## config.mk

```make
export PLATFORM = sky130hd
export DESIGN_NAME = masked_time_alarm_table_top
export DESIGN_NICKNAME = d
export VERILOG_FILES = /design/src/sv/mtat_pkg.sv /design/src/sv/mtat_ctrl.sv /design/src/sv/mtat_dpath.sv /design/src/sv/masked_time_alarm_table_top.sv
export SDC_FILE = /design/constraint.sdc
export NUM_CORES = 1
export LEC_CHECK = 0
export CORE_MARGIN = 2
export CORE_UTILIZATION = 65
export CTS_BUF_LIST = sky130_fd_sc_hd__clkbuf_2
export CTS_CLUSTER_DIAMETER = 60
export DETAILED_ROUTE_END_ITERATION = 6
export DONT_BUFFER_PORTS = 1
export PLACE_DENSITY = 0.87
export SYNTH_ARGS = -nofsm -noshare
export SYNTH_HDL_FRONTEND = slang
export SYNTH_SLANG_ARGS = --single-unit
```

## constraint.sdc

```tcl
create_clock -name i_clk -period 3.7 [get_ports i_clk]
set_input_delay 0.37 -clock i_clk [delete_from_list [all_inputs] [get_ports i_clk]]
set_output_delay 0.37 -clock i_clk [all_outputs]
set_load 0.01 [all_outputs]
```

## src/sv/mtat_pkg.sv

```systemverilog
// Package: shared types and constants of the masked time alarm table.
package mtat_pkg;

    localparam int IN_TDATA_W   = 24;
    localparam int OUT_TDATA_W  = 8;
    localparam int IDX_OUT_W    = 4;
    localparam int RESULT_LIMIT = 16;
    localparam int NREP_W       = 5;

    localparam logic ACT_TICK = 1'b0;
    localparam logic ACT_REG  = 1'b1;

    localparam int MASK_SEC_BIT  = 0;
    localparam int MASK_MIN_BIT  = 1;
    localparam int MASK_HOUR_BIT = 2;

    typedef struct packed {
        logic [2:0] mask;
        logic [5:0] second;
        logic [5:0] minute;
        logic [4:0] hour;
    } t_entry;

    typedef struct packed {
        logic load;
        logic step;
        logic flush;
    } t_cmd;

    typedef struct packed {
        logic count_zero;
        logic last_entry;
        logic stall;
        logic pend_valid;
        logic can_push;
    } t_status;

endpackage

```

## src/sv/mtat_ctrl.sv

```systemverilog
// Controller: sequences register writes, table scans and the final flush.
module mtat_ctrl (
    input  logic             i_clk,
    input  logic             i_rst_n,
    input  logic             i_in_valid,
    input  logic             i_in_action,
    input  mtat_pkg::t_status i_status,
    output logic             o_in_ready,
    output mtat_pkg::t_cmd   o_cmd
);

    typedef enum logic [1:0] {
        S_IDLE,
        S_SCAN,
        S_FLUSH
    } t_state;

    t_state r_state;
    t_state n_state;

    always_comb begin
        o_in_ready  = (r_state == S_IDLE);
        o_cmd.load  = (r_state == S_IDLE) && i_in_valid;
        o_cmd.step  = (r_state == S_SCAN) && !i_status.stall;
        o_cmd.flush = (r_state == S_FLUSH) && (!i_status.pend_valid || i_status.can_push);
        n_state     = r_state;
        case (r_state)
            S_IDLE: begin
                if (o_cmd.load && (i_in_action == mtat_pkg::ACT_TICK)
                        && !i_status.count_zero) begin
                    n_state = S_SCAN;
                end
            end
            S_SCAN: begin
                if (o_cmd.step && i_status.last_entry) begin
                    n_state = S_FLUSH;
                end
            end
            S_FLUSH: begin
                if (o_cmd.flush) begin
                    n_state = S_IDLE;
                end
            end
            default: begin
                n_state = S_IDLE;
            end
        endcase
    end

    always_ff @(posedge i_clk) begin
        if (!i_rst_n) begin
            r_state <= S_IDLE;
        end else begin
            r_state <= n_state;
        end
    end

endmodule

```

## src/sv/mtat_dpath.sv

```systemverilog
// Datapath: alarm memory, fired latches, match logic and output register.
module mtat_dpath #(
    parameter int MAX_ALARMS = 16
) (
    input  logic                                i_clk,
    input  logic                                i_rst_n,
    input  mtat_pkg::t_cmd                      i_cmd,
    input  logic                                i_action,
    input  logic [mtat_pkg::IN_TDATA_W-1:0]     i_tdata,
    input  logic                                i_out_ready,
    output mtat_pkg::t_status                   o_status,
    output logic                                o_out_valid,
    output logic [mtat_pkg::OUT_TDATA_W-1:0]    o_out_tdata,
    output logic                                o_out_last
);

    localparam int AW = (MAX_ALARMS > 1) ? $clog2(MAX_ALARMS) : 1;
    localparam int CW = $clog2(MAX_ALARMS + 1);
    localparam int EW = AW + mtat_pkg::IDX_OUT_W;

    mtat_pkg::t_entry r_mem [MAX_ALARMS];
    mtat_pkg::t_entry r_rd_data;
    mtat_pkg::t_entry in_entry;

    logic [MAX_ALARMS-1:0]            r_latch;
    logic [CW-1:0]                    r_count;
    logic [AW-1:0]                    r_idx;
    logic [4:0]                       r_tick_hour;
    logic [5:0]                       r_tick_minute;
    logic [5:0]                       r_tick_second;
    logic [mtat_pkg::NREP_W-1:0]      r_nrep;
    logic                             r_pend_valid;
    logic [mtat_pkg::IDX_OUT_W-1:0]   r_pend_idx;
    logic                             r_out_valid;
    logic [mtat_pkg::IDX_OUT_W-1:0]   r_out_idx;
    logic                             r_out_last;

    logic                             is_tick;
    logic                             not_full;
    logic                             wr_en;
    logic                             rd_en;
    logic [AW-1:0]                    rd_addr;
    logic [2:0]                       hits;
    logic                             match;
    logic                             report;
    logic                             can_push;
    logic                             push;
    logic                             push_last;
    logic                             last_entry;
    logic [EW-1:0]                    idx_ext;
    logic [mtat_pkg::IDX_OUT_W-1:0]   idx4;

    always_comb begin
        in_entry.hour   = i_tdata[4:0];
        in_entry.minute = i_tdata[10:5];
        in_entry.second = i_tdata[16:11];
        in_entry.mask   = i_tdata[19:17];

        is_tick  = (i_action == mtat_pkg::ACT_TICK);
        not_full = (r_count < CW'(MAX_ALARMS));
        wr_en    = i_cmd.load && !is_tick && not_full;

        last_entry = (({1'b0, CW'(r_idx)} + (CW + 1)'(1)) == {1'b0, r_count});

        hits = '0;
        hits[mtat_pkg::MASK_HOUR_BIT] = (r_rd_data.hour == r_tick_hour);
        hits[mtat_pkg::MASK_MIN_BIT]  = (r_rd_data.minute == r_tick_minute);
        hits[mtat_pkg::MASK_SEC_BIT]  = (r_rd_data.second == r_tick_second);
        match  = ((hits & r_rd_data.mask) == r_rd_data.mask);
        report = match && !r_latch[r_idx] && (r_nrep < mtat_pkg::NREP_W'(mtat_pkg::RESULT_LIMIT));

        idx_ext = EW'(r_idx);
        idx4    = idx_ext[mtat_pkg::IDX_OUT_W-1:0];

        can_push  = !r_out_valid || i_out_ready;
        push      = r_pend_valid && ((i_cmd.step && report) || i_cmd.flush);
        push_last = i_cmd.flush;

        rd_en   = (i_cmd.load && is_tick) || (i_cmd.step && !last_entry);
        rd_addr = (i_cmd.load) ? '0 : r_idx + AW'(1);

        o_status.count_zero = (r_count == '0);
        o_status.last_entry = last_entry;
        o_status.stall      = report && r_pend_valid && !can_push;
        o_status.pend_valid = r_pend_valid;
        o_status.can_push   = can_push;
    end

    // alarm table: one write port, one registered read port
    always_ff @(posedge i_clk) begin
        if (wr_en) begin
            r_mem[r_count[AW-1:0]] <= in_entry;
        end
        if (rd_en) begin
            r_rd_data <= r_mem[rd_addr];
        end
    end

    always_ff @(posedge i_clk) begin
        if (i_cmd.load && is_tick) begin
            r_tick_hour   <= in_entry.hour;
            r_tick_minute <= in_entry.minute;
            r_tick_second <= in_entry.second;
        end
        if (i_cmd.load) begin
            r_idx <= '0;
        end else if (i_cmd.step) begin
            r_idx <= r_idx + AW'(1);
        end
        if (i_cmd.step && report) begin
            r_pend_idx <= idx4;
        end
        if (push) begin
            r_out_idx  <= r_pend_idx;
            r_out_last <= push_last;
        end
    end

    always_ff @(posedge i_clk) begin
        if (!i_rst_n) begin
            r_latch      <= '0;
            r_count      <= '0;
            r_nrep       <= '0;
            r_pend_valid <= 1'b0;
            r_out_valid  <= 1'b0;
        end else begin
            if (wr_en) begin
                r_latch[r_count[AW-1:0]] <= 1'b0;
                r_count                  <= r_count + CW'(1);
            end
            if (i_cmd.step) begin
                r_latch[r_idx] <= match;
            end
            if (i_cmd.load && is_tick) begin
                r_nrep       <= '0;
                r_pend_valid <= 1'b0;
            end else if (i_cmd.step && report) begin
                r_nrep       <= r_nrep + mtat_pkg::NREP_W'(1);
                r_pend_valid <= 1'b1;
            end else if (i_cmd.flush) begin
                r_pend_valid <= 1'b0;
            end
            if (push) begin
                r_out_valid <= 1'b1;
            end else if (i_out_ready) begin
                r_out_valid <= 1'b0;
            end
        end
    end

    assign o_out_valid = r_out_valid;
    assign o_out_tdata = mtat_pkg::OUT_TDATA_W'(r_out_idx);
    assign o_out_last  = r_out_last;

endmodule

```

## src/sv/masked_time_alarm_table_top.sv

```systemverilog
// Top level: masked time alarm table, controller plus datapath.
//
//  channel   dir  handshake                       payload
//  s_axis    in   i_s_axis_tvalid/o_s_axis_tready tdata: hour, minute, second, mask
//                                                 tuser: action
//  m_axis    out  o_m_axis_tvalid/i_m_axis_tready tdata: alarm_index; tlast: last_of_run
//
//  A register word is written in idle without a scan. A tick word on a non-empty table scans the N stored alarms,
//  one alarm a cycle through the single read port of the table memory while the output is not stalled.
//  A new word is taken once the scan and the flush of the previous tick have finished.
//  Reset clears alarm count, fired latches and output valid; the table needs no clearing.
//  A stalled output holds the scan on the next firing alarm until a slot frees.
module masked_time_alarm_table_top #(
    parameter int MAX_ALARMS = 16
) (
    input  logic                                i_clk,
    input  logic                                i_rst_n,
    input  logic                                i_s_axis_tvalid,
    output logic                                o_s_axis_tready,
    input  logic [mtat_pkg::IN_TDATA_W-1:0]     i_s_axis_tdata,  // hour[4:0] minute[10:5] second[16:11] match_mask[19:17]
    input  logic                                i_s_axis_tuser,  // action
    output logic                                o_m_axis_tvalid,
    input  logic                                i_m_axis_tready,
    output logic [mtat_pkg::OUT_TDATA_W-1:0]    o_m_axis_tdata,  // alarm_index[3:0]
    output logic                                o_m_axis_tlast
);

    mtat_pkg::t_cmd    cmd;
    mtat_pkg::t_status status;

    mtat_ctrl u_ctrl (
        .i_clk       (i_clk),
        .i_rst_n     (i_rst_n),
        .i_in_valid  (i_s_axis_tvalid),
        .i_in_action (i_s_axis_tuser),
        .i_status    (status),
        .o_in_ready  (o_s_axis_tready),
        .o_cmd       (cmd)
    );

    mtat_dpath #(
        .MAX_ALARMS (MAX_ALARMS)
    ) u_dpath (
        .i_clk       (i_clk),
        .i_rst_n     (i_rst_n),
        .i_cmd       (cmd),
        .i_action    (i_s_axis_tuser),
        .i_tdata     (i_s_axis_tdata),
        .i_out_ready (i_m_axis_tready),
        .o_status    (status),
        .o_out_valid (o_m_axis_tvalid),
        .o_out_tdata (o_m_axis_tdata),
        .o_out_last  (o_m_axis_tlast)
    );

endmodule

```

==> metrics.md <==
| Metric | Value |
|---|---|
| Mapped Area | `16300 um2` |
| Leakage power | `6.00 nW` |
| Cell count after synthesis | `1086` |
| CP max-delay cell | `o22ai_2` |
| CTS tree | `yes` |
| Post-route insts no fill | `1591` |
| Grt ovf | `0` |
| Crit start category | `flop` |
| Reg2reg start | `u_dpath.idx4[0]` |
| Logic pwr share | `0.078` |
| Sequential area share after synthesis | `0.715` |
| Final setup viols | `0` |
| Global-route wire length before repair | `57.6 mm` |
| Die area | `26400 um2` |
| Worst Reg2Reg Path Length in Cells | `9` |
| Crit path largest cell delay | `0.75 ns` |
| Layout area overhead | `10.5%` |
| # resized after CTS | `0` |
| DRT antenna net count | `0` |
| CTS Root Cell | `clkbuf_2` |
| Layout Skew | `0.0668 ns` |
| Initial antenna violation count | `1` |
| Largest net degree at the start of global routing | `70` |
| FP Rows | `58` |
| Switching share of total power | `0.255` |
| Post-DR wirelength/cell | `23.9 um` |
| Top cell type's share of synthesized area | `0.673` |
| Hpwl dp | `21.0 mm` |
| Yosys top cell by area | `edfxtp_1` |
| Critical Path, Cell by Cell | `buf_4 > inv_2 > nor3_1 > a2111oi_2 > nand3_2 > nor3_1 > nand2b_1 > o22ai_2 > buf_4` |
| Horiz. Die Dim | `163 um` |
| Initial Utilization | `0.656` |
| Asr flop ratio synth | `0` |
| Setup Total Neg Slack | `0 ns` |
| Hold path depth | `3` |
| Final WL | `38.1 mm` |
| Initial drt markers | `1406` |
| Slew Limit Fails | `0` |
| Clock buffer count from CTS | `93` |
| Nets@finish | `1221` |
| Slew HR | `0.351` |
| CTS H-tree lvls | `3` |
| Hold Crit Class | `primary input to flop` |
| Pre-Repair DR Iteration Count | `5` |
| Max-cap violations | `0` |
| Worst EP required | `4.31 ns` |
| Final hold vios | `0` |
| CTS sink count | `400` |
| Fraction of layout cells with a size suffix above 1 | `0.218` |
| RSZ-0062 raised after global routing | `false` |
| Outcome | `finished clean` |
| Net Switching | `0.00217 W` |
| Post-synth EDFFs | `366` |
| WHS Endpoint | `u_dpath.o_out_valid` |
| Die H | `163 um` |
| # IOs | `40` |
| Max VDD drop | `0.431 mV` |
| Clock share of power | `0.331` |
| Synth area leaders | `edfxtp_1 (67%), dfxtp_1 (4.2%), mux4_2 (3.0%)` |
| Via count | `10390` |
| Min-Delay Startpoint | `i_m_axis_tready` |
| Power Dens Cells | `471 nW/um2` |
| Yosys warns | `0` |
| Mapped Avg Cell Area | `15.0 um2` |
| DP Cell Count | `1393` |
| Max clock buf depth | `3` |
| Core Box Area | `24900 um2` |
| Most instantiated cells after synthesis | `edfxtp_1 (366), o21ai_0 (98), nand2_1 (70)` |
| Worst Path Max Fanout | `22` |
| Final period utilization | `0.884` |
| Port bufs | `0` |
| Critical Path AT | `3.88 ns` |
| Most frequent cell after synthesis | `edfxtp_1` |
| Crit path time final | `3.27 ns` |
| CP Class | `flop to flop` |
| Peak Freq | `306 MHz` |
| Cell internal pwr | `0.00634 W` |
| Yosys reg bits | `400` |
| Crit end category | `flop` |
| Synth unique cells | `55` |
| Total track usage | `0.294` |
| Synth Flop Type | `edfxtp_1` |
| Routability cong. | `0.864` |
| Clock transition at path regs | `0.10 ns` |
| Measured slew at the worst slew-check pin | `0.971 ns` |
| Via density | `6.53` |
| Vias in the first global route | `10316` |
| Worst-Skew Late Latency | `0.92 ns` |
| Reg2reg end | `u_dpath.r_rd_data[18]` |
| Drc violations | `0` |
| Seq pwr share | `0.591` |
| Setup Fix Bufs, Post-CTS | `0` |
| FF-to-FF setup slack | `0.43 ns` |
## area by class of cell
type / instances / area (um2)
Antenna cell: 1 / 2.50
Clock buffer: 131 / 656
Clock inverter: 41 / 221
Fill cell: 1496 / 6840
Inverter: 7 / 26.3
Multi-Input combinational cell: 605 / 4410
Sequential cell: 400 / 11700
Tap cell: 330 / 413
Timing Repair Buffer: 76 / 646
## stage by stage
stage | area, um2 | util | hold WS, ns | power, W | setup slack, ns
floorplan | 16300 | - | 0.400 | 0.00552 | 0.414
global placement | 16900 | 0.680 | 0.401 | 0.00568 | 0.628
detailed placement | 16900 | 0.680 | 0.408 | 0.00570 | 0.570
CTS | 18000 | 0.725 | 0.136 | 0.00854 | 0.519
global route | 18100 | 0.725 | 0.179 | 0.00881 | 0.289
finish | 18100 | 0.725 | 0.206 | 0.00851 | 0.430
## registers in the layout, summed over array words and instances, names as in the netlist
| name | cells |
|---|---|
| u_dpath.o_out_valid | 1 |
| u_dpath.r_tick_minute | 6 |
| u_dpath.r_count | 5 |
| u_dpath.r_nrep | 5 |
| u_dpath.r_tick_second | 6 |
| u_dpath.r_tick_hour | 5 |
| u_dpath.r_pend_valid | 1 |
| u_dpath.r_latch | 16 |
| u_dpath.o_out_last | 1 |
| u_ctrl.r_state | 2 |
| u_dpath.r_rd_data | 20 |
| u_dpath.idx4 | 4 |
| u_dpath.r_out_idx | 4 |
| u_dpath.r_pend_idx | 4 |
| u_dpath.r_mem | 320 |
## power groups by stage
stage / clock [W] / combinational [W] / sequential (W)
final: 0.00282 / 0.000665 / 0.00503
after floorplan: 0 / 0.000405 / 0.00511
after CTS: 0.00286 / 0.000652 / 0.00503
after global placement: 0 / 0.000553 / 0.00513
after detailed placement: 0 / 0.000574 / 0.00513
after global routing: 0.00306 / 0.000713 / 0.00503
## cell usage in the layout, fill, tap and decap left out, types with 15 or more instances in the layout
cell	count
a21oi_1	63
and3_1	27
buf_4	50
clkbuf_2	131
clkinv_1	32
dfxtp_1	33
dlygate4sd3_1	25
edfxtp_1	366
mux2_2	33
mux2i_1	40
mux4_2	22
nand2_1	70
nand3_1	20
nor2_1	19
o211ai_1	15
o21ai_0	98
o221ai_1	40
or3_1	20
xnor2_1	18
## what timing repair did
item                       in CTS  in global routing
hold buffers                   25                  0
setup endpoints to repair       0                  0
hold endpoints to repair      410                  0
## per-layer routing
metal  global-route usage  wire length, um
met2                0.475            18500
met1                0.380            13500
met5                    0                0
met3               0.0626             4410
met4                0.156             1750
## cells by family (layout without fill, tap and decap cells)
kind of cell,count (synthesis),count (layout),share of synthesized area
muxes,97,97,0.0801
DFF,400,400,0.715
and+or+nand+nor,221,221,0.0701
adders and majority gates,9,9,0.00690
buffers and inverters,84,255,0.0215
AOI/OAI and AO/OA,247,247,0.0920
other,1,5,0.000230
xor gates and xnor gates,27,27,0.0145
## worst max path at each step
stage	to	slack, ns	start
after floorplan	u_dpath.r_latch[3]	0.41	u_ctrl.r_state[1]
after global placement	u_dpath.r_rd_data[16]	0.63	u_dpath.idx4[0]
after detailed placement	u_dpath.r_rd_data[19]	0.57	u_dpath.idx4[0]
after CTS	u_dpath.r_rd_data[11]	0.52	u_dpath.idx4[0]
after global routing	u_dpath.r_rd_data[18]	0.29	u_dpath.idx4[0]
final	u_dpath.r_rd_data[18]	0.43	u_dpath.idx4[0]
## critical path, delay by kind of cell (launching register included)
family	cells	cell delay [ns]
AOI/OAI and AO/OA	2	0.85
DFF	1	0.55
buffers and inverters	3	0.80
and+or+nand+nor	4	0.73
Power figures use the tool's default switching activity.
